### src/rtl/core/rlns_pkg.sv
package rlns_pkg;

  // Default sizing
  localparam int DEF_MAX_READS   = 4096;
  localparam int DEF_LENGTH_BITS = 24;

  // Field widths fixed by the interface
  localparam int IN_LEN_W       = 24;
  localparam int KIND_W         = 3;
  localparam int PCT_W          = 7;
  localparam int STAT_W         = 32;
  localparam int MEAN_FRAC_BITS = 8;

  // Action codes
  localparam logic ACT_LOAD   = 1'b0;
  localparam logic ACT_FINISH = 1'b1;

  // Result kinds
  localparam logic [KIND_W-1:0] KIND_NSCORE  = 3'd0;
  localparam logic [KIND_W-1:0] KIND_LONGEST = 3'd1;
  localparam logic [KIND_W-1:0] KIND_MEDIAN  = 3'd2;
  localparam logic [KIND_W-1:0] KIND_MEAN    = 3'd3;
  localparam logic [KIND_W-1:0] KIND_ERROR   = 3'd4;

  // N-score percent walk
  localparam logic [PCT_W-1:0] PCT_STEP  = 7'd5;
  localparam logic [PCT_W-1:0] PCT_FINAL = 7'd95;

  typedef struct packed {
    logic                action;
    logic [IN_LEN_W-1:0] read_length;
  } item_t;

  typedef struct packed {
    logic [KIND_W-1:0] kind;
    logic [PCT_W-1:0]  percent;
    logic [STAT_W-1:0] stat_value;
    logic              overflow;
    logic              last;
  } result_t;

  // Classified command from the front to the back
  typedef struct packed {
    logic                finish;
    logic [IN_LEN_W-1:0] read_length;
  } cmd_t;

endpackage

### src/rtl/core/rlns_front.sv
module rlns_front import rlns_pkg::*; (
  input  logic  clk,
  input  logic  rst,
  input  logic  push,
  output logic  full,
  input  item_t item,
  output logic  cmd_valid,
  output cmd_t  cmd,
  input  logic  cmd_take
);

  cmd_t       slots [2];
  logic       wp;
  logic       rp;
  logic [1:0] fill;
  logic       wr;
  logic       rd;
  cmd_t       cmd_in;

  // Classify the incoming transaction
  always_comb begin
    cmd_in.finish      = (item.action == ACT_FINISH);
    cmd_in.read_length = item.read_length;
  end

  assign full      = (fill == 2'd2);
  assign cmd_valid = (fill != 2'd0);
  assign cmd       = slots[rp];
  assign wr        = push && !full;
  assign rd        = cmd_take && cmd_valid;

  // Store payload
  always_ff @(posedge clk) begin
    if (wr) begin
      slots[wp] <= cmd_in;
    end
  end

  // Advance pointers and fill level
  always_ff @(posedge clk) begin
    if (rst) begin
      wp   <= 1'b0;
      rp   <= 1'b0;
      fill <= 2'd0;
    end else begin
      if (wr) begin
        wp <= ~wp;
      end
      if (rd) begin
        rp <= ~rp;
      end
      fill <= fill + {1'b0, wr} - {1'b0, rd};
    end
  end

endmodule

### config.mk
export PLATFORM = sky130hd
export DESIGN_NAME = rlns_front
export DESIGN_NICKNAME = d
export VERILOG_FILES = /design/src/rtl/core/rlns_pkg.sv /design/src/rtl/core/rlns_front.sv
export SDC_FILE = /design/constraint.sdc
export NUM_CORES = 1
export LEC_CHECK = 0
export ABC_AREA = 1
export BUFFER_PORTS_ARGS = -buffer_cell sky130_fd_sc_hd__buf_2
export CAP_MARGIN = 15
export CORE_ASPECT_RATIO = 0.6
export CORE_MARGIN = 3
export CORE_UTILIZATION = 47
export DETAILED_ROUTE_END_ITERATION = 10
export PLACE_DENSITY = 0.87
export SLEW_MARGIN = 20
export SYNTH_ARGS = -nofsm -noshare
export SYNTH_HDL_FRONTEND = slang
export SYNTH_SLANG_ARGS = --single-unit
### constraint.sdc
create_clock -name clk -period 2.2 [get_ports clk]
set_clock_uncertainty 0.1 [all_clocks]
set_input_delay 0.44 -clock clk [delete_from_list [all_inputs] [get_ports clk]]
set_output_delay 0.44 -clock clk [all_outputs]
set_load 0.01 [all_outputs]
==> impl_metrics.csv, run 1 <==
group,metric,value,unit
clock_tree,cts.clk_slew.worst_paths,0.08,ns
yosys,synth_fp_nets,147,
critical_path,end_kind,"output port",
yosys,synth.top_cells.by_count,"edfxtp_1, mux2_4, inv_1, nor2_1, nand2_1",
critical_path,max_stage_delay,0.36,ns
floorplan,coreArea,4257,sq um
critical_path,startpoint_type,"register",
finish,diodes,0,
route,vias,1122,
global_routing,grt_pass1_wl,5133,um
critical_path,cp_top_family,"buffers and inverters",
job,drv_cap,0,
global_routing,grt_overflow,0,
global_routing,grt_max_degree,17,
sta,hold_violations,0,
route,viasPerCell,4.656,
sta,fin_crit_sh,87.41,%
floorplan,dieArea,5465,sq um
sta,tns,0,ns
critical_path,worst-path-stages,3,
critical_path,cp.required,1.66,ns
sta,fmax,520.0,MHz
yosys,synthArstFlopShare,0,%
yosys,synth_edf_count,50,
yosys,synth_seq_cells,55,
floorplan,ioPinCount,56,
floorplan,std_cell_rows,18,
placement,port_buffers,55,
sta,tightest_slew,0.4466,ns
floorplan,start_util,50.68,%
sta,final-max-slew-violation-count,0,
floorplan,fp.dieH,58.48,um
pwr,power.total,2.692,mW
hold_path,hp-class,"in2reg",
critical_path,crit_slowest_cell,"mux2_2",
critical_path,path_cells,"buf_4 -> mux2_2 -> buf_2",
clock_tree,root_buffer,"clkbuf_8",
sta,setup-violations-final,0,
yosys,synth.largest_area_cell,"edfxtp_1",
finish,utilization,60.82,%
sta,rsz0062_at_grt,"false",
route,drt-initial-drc-count,40,
sta,slew_headroom,70.20,%
critical_path,path_class,"reg2out",
route,finalWirelength,3211,um
clock_tree,clockBufferDepth,2,
pwr,power_density,1040,nW/um^2
global_routing,grt_use_total,12.70,%
yosys,yosysTopAreaCellShare,69.61,%
clock_tree,h-tree-depth,2,
finish,final_cell_area,2589,sq um
yosys,yosys_warnings,0,
finish,fin_nets,211,
placement,globalplace.congestion,0.7874,
yosys,synth.avg_cell_area,18.60,sq um
finish,drive_above_1_share,50.28,%
clock_tree,cts_setup_buffers,0,
route,ant_nets,0,
critical_path,cp_max_fo,13,
placement,placed_area,2509,sq um
clock_tree,clock_sink_count,55,
global_routing,grt_pass1_vias,1133,
yosys,ys.flop_type,"edfxtp_1",
yosys,ys_seq_area_share,74.25,%
sta,post-route-min-period,1.923,ns
placement,dp_hpwl,2390,um
clock_tree,clkLatencyLatePin,0.29,ns
critical_path,arrival,1.38,ns
clock_tree,cts_resized,0,
clock_tree,tritoncts,"done",
yosys,synthCells,116,
yosys,post-synth-top-count-cell,"edfxtp_1",
route,drt_pass1_iterations,4,
finish,syn2layout_area_growth,20.01,%
route,post_drt_wl_per_cell,13.32,um
pwr,p_leak,1.069,nW
global_routing,antenna_found_initial,0,
run_status,status,"finished clean",
yosys,syn_area,2157,sq um
clock_tree,cts_buffers,5,
floorplan,die_w,93.46,um
route,drc,0,
clock_tree,hold_buffers,0,
yosys,ys_types,12,
critical_path,crit_buf_inv,2,
critical_path,rr_worst_depth,10,
pwr,vdd_drop_max,512.4,uV
yosys,synthTopCellsByArea,"edfxtp_1, mux2_4, dfxtp_1",
hold_path,worstHoldPathCells,2,
[power breakdown]
part | internal (mW) | switching, mW
Combinational | 0.410 | 0.417
Clock | 0.217 | 0.272
Sequential | 1.32 | 0.0519
[stage by stage]
stage | worst slack (ns) | std cells | hold slack [ns]
6_report | 0.2769 | 241 | 0.2097
5_1_grt | 0.2166 | 241 | 0.1927
4_1_cts | 0.2519 | 241 | 0.2031
3_5_place_dp | 0.4985 | 233 | 0.4259
3_3_place_gp | 0.5882 | 233 | 0.4113
2_1_floorplan | 0.06904 | 116 | 0.3675
[kinds of logic after synthesis]
logic type               count (synthesis)  share of synthesized area, %
flip-flops                              55                         74.25
multiplexers                            25                         16.53
AND/OR/NAND/NOR                         20                         3.654
buffers and inverters                   12                         3.944
AO/OA/AOI/OAI                            2                        0.4641
adder cells (fa/ha/maj)                  2                         1.160
[registers in the layout (all words and copies together), names as in the netlist, named ones only]
register / flops
fill: 2
rp: 1
slots: 50
wp: 1
[worst paths after layout]
path / from / end / slack, ns
max reg2reg: fill[0]$_SDFF_PP0_ / fill[1]$_SDFF_PP0_ / 0.54
min: rst / fill[0]$_SDFF_PP0_ / 0.21
max: register / cmd[24] / 0.28
min reg2reg: rp$_SDFFE_PP0P_ / register / 0.44
[area by class of cell]
cell class / count / area [sq um]
fill: 336 / 1668
tap: 60 / 75.07
clock inverter: 2 / 7.507
clock buffer: 6 / 72.57
sequential: 55 / 1602
inverter: 9 / 33.78
multi-input combinational: 49 / 473.0
timing repair buffer: 60 / 325.3
[layout by cell type (no fill, tap or decap)]
cell	netlist	final
buf_2	0	55
edfxtp_1	50	50
mux2_4	20	20
inv_1	9	9
nor2_1	9	8
nand2_1	8	8
mux2_2	5	5
dfxtp_1	5	5
clkbuf_8	0	5
buf_4	0	4
nand3_1	3	3
a21oi_1	2	2
ha_1	2	2
clkinv_1	0	2
nor2_2	0	1
clkbuf_1	0	1
buf_12	2	1
[per-layer routing]
layer | global-route usage [%] | vias to the layer above | part of all wire, %
li1 | - | 547 | -
met1 | 15.18 | 528 | 43
met2 | 21.04 | 42 | 47
met3 | 5.619 | 5 | 9.5
met4 | 3.967 | 0 | 0.84
met5 | 0 | - | 0
(Power assumes the default switching activity.)
==> inputs of run 2 (changes only) <==
--- a/config.mk
+++ b/config.mk
@@ -8,7 +8,6 @@
 export ABC_AREA = 1
 export BUFFER_PORTS_ARGS = -buffer_cell sky130_fd_sc_hd__buf_2
 export CAP_MARGIN = 15
-export CORE_ASPECT_RATIO = 0.6
 export CORE_MARGIN = 3
 export CORE_UTILIZATION = 47
 export DETAILED_ROUTE_END_ITERATION = 10
==> impl_metrics.csv, run 2 (synthesis gave the netlist of run 1 again) <==
group,metric,value,unit
sta,timing.final.ws_setup,0.2747,ns
sta,tightest_slew,0.2400,ns
critical_path,cp_max_fo,13,
clock_tree,h-tree-depth,2,
finish,top_register,"slots",
run_status,status,"finished clean",
sta,slew_headroom,84.00,%
critical_path,max_stage_delay,0.37,ns
sta,hold_violations,0,
critical_path,worst-path-stages,3,
route,drt_pass1_iterations,4,
critical_path,timing.rr.start,"fill[0]$_SDFF_PP0_",
finish,syn2layout_area_growth,19.55,%
route,vias,1109,
floorplan,coreArea,4384,sq um
global_routing,grt_max_degree,19,
placement,port_buffers,55,
clock_tree,hold_buffers,0,
pwr,power.total,2.703,mW
finish,largest_reg_flops,50,
global_routing,grt_pass1_wl,5119,um
clock_tree,root_buffer,"clkbuf_8",
sta,rsz0062_at_grt,"false",
floorplan,ioPinCount,56,
route,drt-initial-drc-count,68,
critical_path,crit_buf_inv,2,
critical_path,arrival,1.39,ns
hold_path,hold_path.startpoint,"rst",
placement,dp_hpwl,2372,um
finish,drive_above_1_share,52.75,%
critical_path,startpoint_type,"register",
hold_path,hp-class,"in2reg",
job,drv_cap,0,
route,drc,0,
floorplan,die_w,73.75,um
critical_path,path_cells,"buf_4 -> mux2_2 -> buf_2",
sta,fin_crit_sh,87.51,%
critical_path,rr_worst_depth,10,
route,post_drt_wl_per_cell,13.69,um
route,viasPerCell,4.739,
route,finalWirelength,3203,um
critical_path,end_kind,"output port",
critical_path,crit_slowest_cell,"mux2_2",
finish,fin_nets,212,
finish,num-fill-cells,353,
clock_tree,cts.clk_slew.worst_paths,0.09,ns
floorplan,dieArea,5438,sq um
clock_tree,cts_setup_buffers,0,
critical_path,cp_top_family,"buffers and inverters",
global_routing,grt_overflow,0,
clock_tree,cts_resized,0,
critical_path,path_class,"reg2out",
pwr,power_density,1048,nW/um^2
route,ant_nets,0,
sta,setup-violations-final,0,
finish,diodes,0,
global_routing,antenna_found_initial,0,
clock_tree,cts_buffers,5,
global_routing,grt_pass1_vias,1122,
hold_path,worstHoldPathCells,2,
finish,final_cell_mix,"buf_2, edfxtp_1, mux2_4",
sta,fmax,519.4,MHz
sta,final-max-slew-violation-count,0,
clock_tree,clockBufferDepth,2,
sta,post-route-min-period,1.925,ns
clock_tree,tritoncts,"done",
clock_tree,clock_sink_count,55,
floorplan,fp.dieH,73.75,um
critical_path,cp.required,1.66,ns
placement,globalplace.congestion,0.6880,
finish,layout_commonest_cell,"buf_2",
floorplan,std_cell_rows,24,
finish,largestRegisters,"slots (50), fill (2)",
placement,dp_slack,0.5401,ns
clock_tree,clkLatencyLatePin,0.30,ns
pwr,vdd_drop_max,595.3,uV
global_routing,grt_use_total,12.63,%
sta,tns,0,ns
floorplan,start_util,49.20,%
pwr,p_leak,1.079,nW
-- run 2: per-stage QoR --
stage	hold WS (ns)	instances	instance area, sq um	utilization [%]
floorplan	0.3675	116	2157	-
global placement	0.3923	226	2495	56.91
detailed placement	0.4065	226	2495	56.91
CTS	0.1858	234	2579	58.82
global route	0.1879	234	2579	58.82
finish	0.1981	234	2579	58.82
-- run 2: worst reg2reg max path, stage by stage, from the launching register on --
cell     delay, ns
dfxtp_1       0.36
inv_1         0.06
nand2_1       0.11
nand2_1       0.10
ha_1          0.29
inv_1         0.04
ha_1          0.18
inv_1         0.05
nand2_1       0.06
a21oi_1       0.13
nor2_1        0.06
-- run 2: final cells by class --
cell class / instances / area, sq um / share of cell area [%]
Sequential cell: 55 / 1603 / 62.15
Multi-Input combinational cell: 49 / 473.0 / 18.34
Timing Repair Buffer: 61 / 320.3 / 12.42
Clock buffer: 5 / 68.82 / 2.669
Tap cell: 52 / 65.06 / 2.523
Inverter: 9 / 33.78 / 1.310
Clock inverter: 3 / 15.01 / 0.5822
-- run 2: final timing paths --
kind	slack, ns	endpoint
hold reg to reg	0.42	rp$_SDFFE_PP0P_
setup / recovery	0.27	cmd[24]
setup reg to reg	0.56	fill[1]$_SDFF_PP0_
hold / removal	0.20	fill[0]$_SDFF_PP0_
-- run 2: power breakdown --
group	total, mW	internal, mW	switching (mW)
Combinational	0.810	0.406	0.404
Sequential	1.38	1.33	0.0511
Clock	0.517	0.218	0.298
Total	2.70	1.95	0.753
-- run 2: metal layers --
metal	GRT usage [%]	routed length, um
met1	14.86	1346
met2	21.56	1596
met3	3.830	223
met4	4.829	36
met5	0	0
