$ cat config.mk
export PLATFORM = sky130hd
export DESIGN_NAME = rlns_outq
export DESIGN_NICKNAME = d
export VERILOG_FILES = /design/src/rtl/core/rlns_pkg.sv /design/src/rtl/core/rlns_outq.sv
export SDC_FILE = /design/constraint.sdc
export NUM_CORES = 1
export LEC_CHECK = 0
export BUFFER_PORTS_ARGS = -buffer_cell sky130_fd_sc_hd__buf_2
export CORE_ASPECT_RATIO = 0.75
export CORE_UTILIZATION = 53
export CTS_BUF_LIST = sky130_fd_sc_hd__clkbuf_4
export CTS_CLUSTER_DIAMETER = 50
export CTS_CLUSTER_SIZE = 8
export DETAILED_ROUTE_END_ITERATION = 12
export PLACE_DENSITY_LB_ADDON = 0.12
export SLEW_MARGIN = 20
export SYNTH_ARGS = -nofsm -noshare
export SYNTH_HDL_FRONTEND = slang
export SYNTH_SLANG_ARGS = --single-unit
$ cat constraint.sdc
create_clock -name clk -period 2.1 [get_ports clk]
set_input_delay 0.21 -clock clk [delete_from_list [all_inputs] [get_ports clk]]
set_output_delay 0.21 -clock clk [all_outputs]
set_load 0.005 [all_outputs]
$ cat src/rtl/core/rlns_pkg.sv
package rlns_pkg;

  // Default sizing
  localparam int DEF_MAX_READS   = 4096;
  localparam int DEF_LENGTH_BITS = 24;

  // Field widths fixed by the interface
  localparam int IN_LEN_W       = 24;
  localparam int KIND_W         = 3;
  localparam int PCT_W          = 7;
  localparam int STAT_W         = 32;
  localparam int MEAN_FRAC_BITS = 8;

  // Action codes
  localparam logic ACT_LOAD   = 1'b0;
  localparam logic ACT_FINISH = 1'b1;

  // Result kinds
  localparam logic [KIND_W-1:0] KIND_NSCORE  = 3'd0;
  localparam logic [KIND_W-1:0] KIND_LONGEST = 3'd1;
  localparam logic [KIND_W-1:0] KIND_MEDIAN  = 3'd2;
  localparam logic [KIND_W-1:0] KIND_MEAN    = 3'd3;
  localparam logic [KIND_W-1:0] KIND_ERROR   = 3'd4;

  // N-score percent walk
  localparam logic [PCT_W-1:0] PCT_STEP  = 7'd5;
  localparam logic [PCT_W-1:0] PCT_FINAL = 7'd95;

  typedef struct packed {
    logic                action;
    logic [IN_LEN_W-1:0] read_length;
  } item_t;

  typedef struct packed {
    logic [KIND_W-1:0] kind;
    logic [PCT_W-1:0]  percent;
    logic [STAT_W-1:0] stat_value;
    logic              overflow;
    logic              last;
  } result_t;

  // Classified command from the front to the back
  typedef struct packed {
    logic                finish;
    logic [IN_LEN_W-1:0] read_length;
  } cmd_t;

endpackage

$ cat src/rtl/core/rlns_outq.sv
module rlns_outq import rlns_pkg::*; (
  input  logic    clk,
  input  logic    rst,
  input  logic    wr_en,
  input  result_t wr_data,
  output logic    wr_full,
  input  logic    rd_en,
  output result_t rd_data,
  output logic    rd_empty
);

  result_t    slots [4];
  logic [1:0] wp;
  logic [1:0] rp;
  logic [2:0] fill;
  logic       wr;
  logic       rd;

  assign wr_full  = (fill == 3'd4);
  assign rd_empty = (fill == 3'd0);
  assign rd_data  = slots[rp];
  assign wr       = wr_en && !wr_full;
  assign rd       = rd_en && !rd_empty;

  // Store result payload
  always_ff @(posedge clk) begin
    if (wr) begin
      slots[wp] <= wr_data;
    end
  end

  // Advance pointers and fill level
  always_ff @(posedge clk) begin
    if (rst) begin
      wp   <= 2'd0;
      rp   <= 2'd0;
      fill <= 3'd0;
    end else begin
      if (wr) begin
        wp <= wp + 2'd1;
      end
      if (rd) begin
        rp <= rp + 2'd1;
      end
      fill <= fill + {2'b0, wr} - {2'b0, rd};
    end
  end

endmodule

==> impl_results.md, run 1 <==
- Mapped Area: 6890 um^2
- Layout cell share with drive strength beyond 1: around 45%
- WP buf/inv: 3
- Reg-to-reg setup timing slack: 60 ps
- Dpl ws: -32.8 ps
- Fmax: 484 MHz
- Sequential area share after synthesis: 79.3%
- RePlAce Congestion: 0.767
- Syn-to-layout area delta: 24.8%
- Initial antenna violation count: 0
- Drt pass-1 iters: 4
- Arr. time, crit path: approximately 1900 ps
- Synth Instances: about 280
- Crit-path leading delay family: multiplexers
- Worst-skew pair later-pin latency: 540 ps
- Yosys cell types: 27
- Synth top area cells: edfxtp_1 (77%), mux4_2 (13%), dfxtp_1 (2.6%)
- NumNets Final: 510
- Fin crit share: 98.4%
- Post-route DRC: 0
- Post-route minimum period: 2070 ps
- Worst IR drop on VDD: 0.553 mV
- Clk buf depth: 2
- Headroom to the max-slew limit: 73.8%
- Final setup viols: 0
- Detailed Route Iter0 Violations: 253
- DIE AREA: 13500 um^2
- FF+latch count, synth: 185
- Via Count: 3311
- WL per Instance: approximately 19 um
- Clock root buffer master: clkbuf_4
- Worst Hold Path EP: wp[0]
- RSZ-0062 raised after global routing: yes
- Yosys warns: 0
- CTS tree: done
- Status: completed
- Most frequent cells in the layout: edfxtp_1 (176), buf_2 (91), dlygate4sd3_1 (46)
- Crit. End Element: output port
- Routed Antenna Nets: 0
- Max-slew violations: 0
- Half-perimeter wire length after placement: 6970 um
- Floorplan die width: 134 um
- Global-route wire length before repair: 18200 um
- Port Buf Inserts: 93
- Top cell type's share of synthesized area: roughly 77%
- Grt ovf: 0
- Cts bufs inserted: 17
- Number of I/O pins: 94
- Leakage power: 3.00 nW
- Setup_tns: 0 ps
- PwrDens: 1080 nW/um^2
- CP cell instances: buf_12 -> buf_16 -> mux4_2 -> buf_2
- Critical-path top delay cell: mux4_2
- Setup ws final: 33.0 ps
- Final WL: ~12000 um
- Starting density of the core: 55.2%
- Seq. cell area: about 5500 um^2
- Clk sinks: 185
- Post-layout power: 9.29 mW
- Critical R2R Launch: fill[2]
- Number of diodes: 0
- Drt via density: about 5.2
- Multi-input gate area: ~1300 um^2
- Min-Delay Path Depth: 4
- WP data required: 1890 ps
- Yosys top cell by area: edfxtp_1
- Fin Clk Skew: approximately 23 ps
- H-tree lvl count: 4
- Worst Reg-to-Reg Cells: 10
- Final Hold Vio Count: 0
- Vias in the first global route: between 3000 and 4000
- CP Class: flop to output port
- Utilization after layout: 68.9%
- Largest net degree at the start of global routing: 26
- HP Start: wr_en
- Core ar.: 12500 um^2
- Leading cell type in the layout, fill and taps excluded: edfxtp_1
- CP max FO: 7
- Syn Nets: 336
- Hold Crit Class: input pin to flop
- Max-cap viol count: 0
- Syn avg cell area: 24.5 um^2
- Crit Reg-Reg Endpoint: fill[2]
- CP peak stage delay: 500 ps
- Hold Slack: 92.9 ps
- Worst-margin pin slew: 393 ps
- CTS clk-pin slew, worst paths: 130 ps
- Chip height: 101 um
- Row Count: 35
- Startpoint Class: flop
- Filler Cell Count: just over 800
- GR Util All Layers: 19.2%
routing by layer:
| layer | track usage [%] | share of wire [%] | vias up |
|---|---|---|---|
| met3 | 5.43 | 4.3 | 10 |
| li1 | - | - | 1521 |
| met4 | 6.21 | 1.0 | 0 |
| met1 | 27.1 | 48 | 1685 |
| met2 | 29.4 | 47 | 95 |
| met5 | 0 | 0 | - |
area by class of cell:
| type | instances | share of cell area [%] |
|---|---|---|
| multi-input combinational | 77 | 14.9 |
| timing repair buffer | 166 | 14.7 |
| clock inverter | 14 | 2.53 |
| inverter | 8 | 0.349 |
| sequential | 185 | 63.7 |
| clock buffer | 17 | 1.48 |
| tap | 166 | 2.41 |
worst max path at each step:
stage                   to  depth (start not counted)  slack [ps]
2_1_floorplan      fill[2]                         10          70
3_3_place_gp       fill[2]                          9          80
3_5_place_dp       fill[2]                         10         -30
4_1_cts        rd_data[37]                          4         -40
5_1_grt        rd_data[18]                          4         -90
6_report        rd_data[9]                          4          30
worst register-to-register path, delay by kind of cell, from the launching register on:
kind | cells | cell delay [ps]
adder cells (fa/ha/maj) | 3 | 810
XOR/XNOR | 2 | 300
flip-flops | 1 | 390
buffers and inverters | 2 | 100
AND/OR/NAND/NOR | 3 | 350
cell families after synthesis:
family / after synthesis / share of synthesized area, %
xor+xnor: 3 / 0.381
mux: 45 / 14.7
fa+ha+maj: 7 / 1.38
simple gates: 17 / 1.54
buf+inv: 19 / 2.18
flops: 185 / 79.3
compound gates: 5 / 0.472
registers in the layout, indices dropped and copies added, names as in the netlist, named ones only:
signal  cells
wp          2
slots     176
fill        3
rp          2
report_power, final:
part	internal (mW)	switching [mW]	total (mW)	leakage, nW
combinational	1.45	1.03	2.48	1.12
sequential	4.44	0.134	4.57	1.69
clock	1.07	1.16	2.24	0.187
total	6.96	2.33	9.29	3.00
synthesized netlist by cell type:
cell      count
a21oi_1       2
and2_1        4
buf_12        4
buf_2         4
buf_6         1
clkbuf_1      1
clkbuf_2      1
dfxtp_1       9
edfxtp_1    176
fa_1          1
ha_1          6
inv_1         8
mux2i_1       1
mux4_1        4
mux4_2       40
nand2_1       1
nand2b_1      2
nor2_1        3
nor2_2        1
nor2b_1       2
nor3_2        1
nor3b_2       1
o21ai_0       2
o31ai_2       1
or3_1         2
xnor2_1       2
xor2_1        1
timing repair:
action                                  in CTS  in global routing
hold buffers                                46                  0
gates resized for setup                     18                  8
hold endpoints to repair                   185                  0
pin swaps                                    1                  0
endpoints found under the setup margin      43                 42
buffers inserted                             8                  1
gates cloned                                 2                  0
stage by stage:
step,area (um^2),cells
2_1_floorplan,6900,281
3_3_place_gp,7600,545
3_5_place_dp,7600,545
4_1_cts,8560,632
5_1_grt,8600,633
6_report,8600,633
(Power assumes the default switching activity.)
==> run 2: changes to the inputs <==
--- a/config.mk
+++ b/config.mk
@@ -13,6 +13,7 @@
 export CTS_CLUSTER_SIZE = 8
 export DETAILED_ROUTE_END_ITERATION = 12
 export PLACE_DENSITY_LB_ADDON = 0.12
+export REMOVE_ABC_BUFFERS = 1
 export SLEW_MARGIN = 20
 export SYNTH_ARGS = -nofsm -noshare
 export SYNTH_HDL_FRONTEND = slang
==> run 2 against run 1 <==
  * Fmax up 0.38%
  * Sequential power barely moved
  * Critical endpoint is now rd_data[36]
  * Sequential share of layout area is 1.3 points higher
  * Combinational power down 12%
  * Critical path type unchanged
  * Total power shrank 4.8%
  * Clock skew fell by 4.8 ps
  * Count of clock-buffer cells in the layout unchanged
==> impl_results.md, run 2 (synthesis gave the netlist of run 1 again) <==
- Clk sinks: roughly 190
- Worst-skew pair later-pin latency: 530 ps
- Filler Cell Count: 829
- Number of I/O pins: 94
- Max reg flops: 176
- Arr. time, crit path: 1850 ps
- Largest net degree at the start of global routing: 25
- Headroom to the max-slew limit: 74.9%
- Setup_tns: 0 ps
- Clock root buffer master: clkbuf_4
- Cts bufs inserted: 17
- Crit-path leading delay family: multiplexers
- Half-perimeter wire length after placement: 6910 um
- RePlAce Congestion: 0.703
- Worst IR drop on VDD: 0.742 mV
- Grt ovf: 0
- Critical R2R Launch: fill[2]
- Largest registers: slots: 176 flops, fill: 3 flops
- CP peak stage delay: 540 ps
- Fmax: ~490 MHz
- Crit. End Element: output port
- Syn-to-layout area delta: 22.4%
- CP cell instances: buf_4 -> mux4_2 -> buf_2
- CP max FO: 8
- Layout cell share with drive strength beyond 1: 43.2%
- DIE AREA: around 13000 um^2
- Sequential Power Share: 51.8%
- Met1 Usage GRT: between 20% and 30%
- Core ar.: 12500 um^2
- Vias in the first global route: 3442
- H-tree lvl count: 4
- Placed cells: 545
- Post-route DRC: 0
- Number of diodes: 0
- WL per Instance: between 15 and 20 um
- HP Start: wr_en
- Worst-margin pin slew: 377 ps
- Global-route wire length before repair: 17800 um
- Floorplan die width: 134 um
- Initial antenna violation count: 0
- Switching Fraction: 25.1%
- Non-Filler Instances: a little over 600
- Critical-path top delay cell: mux4_2
- Starting density of the core: between 50% and 60%
- Fin crit share: 98.1%
- Grt met3 use: approximately 4.6%
- WP data required: 1890 ps
- NumNets Final: 498
- Leakage power: 2.90 nW
- Most frequent cells in the layout: edfxtp_1 (176), buf_2 (89), dlygate4sd3_1 (45)
- Most flop-heavy register: slots
- Chip height: 101 um
- Hold Crit Class: input pin to flop
- CTS tree: done
- CTS clk-pin slew, worst paths: 130 ps
- Fin Clk Skew: 18.3 ps
- Max-slew violations: 0
- Max-cap viol count: 0
- Leading cell type in the layout, fill and taps excluded: edfxtp_1
- RSZ-0062 raised after global routing: yes
- Via Count: 3276
- PwrDens: ~1000 nW/um^2
- Row Count: 35
- Port Buf Inserts: 93
- Net Sw Power: 2.22 mW
- Routed Antenna Nets: 0
- Post-route minimum period: 2060 ps
- Logic pwr share: ~25%
- WP buf/inv: 2
- Final Hold Vio Count: 0
- Drt via density: 5.28
- Status: completed
- Detailed Route Iter0 Violations: ~190
- Final setup viols: 0
- Drt pass-1 iters: 6
- Internal Pwr Total: 6.62 mW
- Final WL: 11300 um
- Clk pwr share: a little under a quarter
- Startpoint Class: flop
- Clk buf depth: 2
- Met2 usage: 32.0%
- GR Util All Layers: around 18%
- Most Used Layer, Global Route: met2
- CP Class: flop to output port
run 2: changes by cell type in the layout (fill, tap and decap cells not counted), moves of 2 or more:
cell / before / now
clkinv_2: 3 / 1
buf_2: 91 / 89
buf_8: 2 / 0
clkinvlp_4: 0 / 3
buf_4: 17 / 13
buf_16: 3 / 1
run 2: what timing repair did:
item / CTS / global route
endpoints found under the hold margin: 184 / 0
resized for setup: 2 / 13
buffers inserted: 0 / 0
gates cloned: 0 / 0
setup endpoints to repair: 21 / 33
pin swaps: 0 / 1
hold buffers: 45 / 0
run 2: final timing paths:
path                       to  slack [ps]  cells after the start
setup reg to reg      fill[2]         120                     10
hold / removal          wp[0]          60                      4
setup / recovery  rd_data[36]          40                      3
hold reg to reg          flop         500                      2
run 2: per-layer routing:
metal | vias up | wire (um)
met5 | - | 0
met3 | 12 | 572
li1 | 1492 | -
met2 | 98 | 5700
met4 | 0 | 113
met1 | 1674 | 4880
run 2: cell type report:
cell class	count	area (um^2)	area share, %
flip-flops and latches	185	5480	64.9
clock inverters	13	194	2.30
multi-input cells	77	1290	15.4
inverters	8	30.0	0.356
well taps	166	208	2.46
clock buffers	17	128	1.51
repair buffers	154	1110	13.1
run 2: through the flow:
step           util (%)  hold slack [ps]  cell area, um^2  setup WS (ps)  power [mW]
2_1_floorplan         -              279             6770           -702        5.83
5_1_grt            67.6             68.3             8440          -84.6        9.28
3_3_place_gp       61.0              422             7610           98.7        6.68
6_report           67.6             64.1             8440           40.9        8.84
4_1_cts            67.1             7.55             8380          -39.1        8.85
3_5_place_dp       61.0              427             7610           62.3        6.71
run 2: tightest hold or removal path: stages:
cell and delay (ps):
buf_2 90, inv_1 80, or3_1 110, a21oi_1 60
run 2: power by group through the flow:
stage | Sequential [mW] | Clock, mW | Combinational (mW)
after detailed placement | 4.64 | 0 | 2.07
after global placement | 4.62 | 0 | 2.06
after floorplan | 4.79 | 0 | 1.04
final | 4.58 | 2.09 | 2.18
after global routing | 4.61 | 2.27 | 2.40
after CTS | 4.56 | 2.15 | 2.15
==> run 3: changes to the inputs <==
--- a/config.mk
+++ b/config.mk
@@ -7,13 +7,12 @@
 export LEC_CHECK = 0
 export BUFFER_PORTS_ARGS = -buffer_cell sky130_fd_sc_hd__buf_2
 export CORE_ASPECT_RATIO = 0.75
-export CORE_UTILIZATION = 53
+export CORE_UTILIZATION = 40
 export CTS_BUF_LIST = sky130_fd_sc_hd__clkbuf_4
 export CTS_CLUSTER_DIAMETER = 50
 export CTS_CLUSTER_SIZE = 8
 export DETAILED_ROUTE_END_ITERATION = 12
 export PLACE_DENSITY_LB_ADDON = 0.12
-export REMOVE_ABC_BUFFERS = 1
 export SLEW_MARGIN = 20
 export SYNTH_ARGS = -nofsm -noshare
 export SYNTH_HDL_FRONTEND = slang
==> run 3 against run 2 <==
  * Worst setup slack worse by 28 ps
  * Critical endpoint is now rd_data[14]
  * Clock power is 4% lower
  * Critical path depth stayed put
==> impl_results.md, run 3 (synthesis gave the netlist of run 1 again) <==
- Starting density of the core: 41.0%
- H-tree lvl count: 4
- Largest net degree at the start of global routing: 30
- Clock root buffer master: clkbuf_4
- Worst Setup EP: rd_data[14]
- Arr. time, crit path: roughly 1900 ps
- CP cell instances: buf_16 -> mux4_2 -> buf_2
- Critical-path top delay cell: mux4_2
- Port Buf Inserts: 93
- Hold Slack: between 300 and 400 ps
- PwrDens: 1040 nW/um^2
- Cts bufs inserted: 17
- Chip height: around 120 um
- Largest registers: slots: 176 flops, fill: 3 flops
- Row Count: 41
- Final WL: 12800 um
- CP max FO: 12
- Leakage power: 2.91 nW
- Hold Crit Class: input pin to flop
- CP Class: flop to output port
- CTS tree: done
- Final Hold Vio Count: 0
- Fmax: 479 MHz
- Internal Pwr Total: 6.50 mW
- RePlAce Congestion: slightly below 0.7
- WL per Instance: 19.0 um
- Worst Reg-to-Reg Cells: 9
- Fin crit share: 99.4%
- Initial antenna violation count: 0
- Max reg flops: between 150 and 200
- Crit. End Element: output port
- Sequential Power Share: 51.3%
- Global-route wire length before repair: 19500 um
- Switching Fraction: 27.2%
- Clk sinks: 185
- Drt pass-1 iters: 4
- Post-route DRC: 0
- Post-route minimum period: roughly 2100 ps
- Critical R2R Launch: fill[2]
- Half-perimeter wire length after placement: 7450 um
- Final setup viols: 0
- RSZ-0062 raised after global routing: yes
- DIE AREA: 17800 um^2
- WP data required: between 1500 and 2000 ps
- HP Start: wr_data[11]
- Detailed Route Iter0 Violations: 181
- Worst-skew pair later-pin latency: 570 ps
- Max-slew violations: 0
- Number of diodes: 0
- Setup_tns: 0 ps
- Drt via density: 4.88
- Logic pwr share: 26.2%
- Core ar.: approximately 17000 um^2
- Vias in the first global route: about 3500
- Worst-margin pin slew: 391 ps
- Most frequent cells in the layout: edfxtp_1 (176), buf_2 (87), dlygate4sd3_1 (47)
- Layout cell share with drive strength beyond 1: 43.6%
- Net Sw Power: ~2.4 mW
- Clk pwr share: roughly 23%
- Headroom to the max-slew limit: 73.9%
- Grt ovf: 0
- Status: completed
- Clk buf depth: 2
- CP peak stage delay: 530 ps
- CTS clk-pin slew, worst paths: 160 ps
- Via Count: 3290
- Syn-to-layout area delta: 24.4%
- Floorplan die width: between 150 and 200 um
- Number of I/O pins: 94
- GR Util All Layers: around 15%
- NumNets Final: 501
- Filler Cell Count: 1434
- Routed Antenna Nets: 0
- Max-cap viol count: 0
- Startpoint Class: flop
- Crit Reg-Reg Endpoint: fill[2]
- Fin Clk Skew: 12.3 ps
- Worst IR drop on VDD: 0.389 mV
- Leading cell type in the layout, fill and taps excluded: edfxtp_1
- Reg-to-reg setup timing slack: 50 ps
- Most flop-heavy register: slots
-- run 3: changes by cell type in the layout (fill, tap and decap cells not counted), moves of 2 or more --
cell,previous run,this run
dlygate4sd3_1,45,47
buf_4,13,8
inv_6,3,5
bufinv_16,4,2
buf_12,2,8
buf_6,4,6
buf_2,89,87
clkinvlp_4,3,5
-- run 3: how the worst min path moves through the flow --
stage / end / slack [ps] / cells after the start
finish: slots[1][11] / 370 / 2
global route: slots[1][15] / 320 / 2
CTS: slots[1][11] / 310 / 2
detailed placement: slots[1][11] / 430 / 1
global placement: slots[3][38] / 420 / 1
floorplan: slots[0][0] / 310 / 0
-- run 3: per-layer routing --
metal  GRT usage (%)  up-vias  part of all wire [%]
met4            6.40        0                   1.4
li1                -     1501                     -
met1            20.7     1699                    48
met3            4.86       14                   5.1
met5               0        -                     0
met2            23.5       76                    45
-- run 3: power by group through the flow --
stage	clock network [mW]	registers [mW]	logic [mW]
after floorplan	0	4.59	1.39
after global placement	0	4.62	2.12
after detailed placement	0	4.64	2.13
after CTS	2.10	4.58	2.47
after global routing	2.21	4.61	2.57
final	2.00	4.58	2.34
-- run 3: area by class of cell --
type | count | area (um^2) | area share, %
Clock buffer | 18 | 135 | 1.58
Sequential cell | 185 | 5480 | 63.9
Timing Repair Buffer | 157 | 1220 | 14.2
Clock inverter | 14 | 161 | 1.88
Multi-Input combinational cell | 77 | 1280 | 15.0
Inverter | 8 | 30.0 | 0.350
Tap cell | 215 | 269 | 3.14
-- run 3: repair_timing --
item,4_1_cts,5_1_grt
endpoints found under the setup margin,45,45
gates cloned,2,0
endpoints found under the hold margin,185,0
hold buffers,47,0
pin swaps,1,0
gates resized for setup,13,6
buffers inserted,3,0
-- run 3: critical path: cells and delay by family (launching register included) --
| kind | cells | cell delay, ps |
|---|---|---|
| flip-flops | 1 | 450 |
| buffers and inverters | 2 | 330 |
| multiplexers | 1 | 530 |
-- run 3: per-stage QoR --
step / util, % / power [mW] / cell area (um^2) / setup WS, ps / cells
after floorplan: - / 5.98 / 6900 / 69.7 / 281
after global placement: 45.8 / 6.74 / 7710 / 73.6 / 592
after detailed placement: 45.8 / 6.76 / 7710 / -19.2 / 592
after CTS: 51.1 / 9.15 / 8600 / -146 / 676
after global routing: 51.0 / 9.39 / 8570 / -117 / 674
final: 51.0 / 8.92 / 8570 / 12.8 / 674
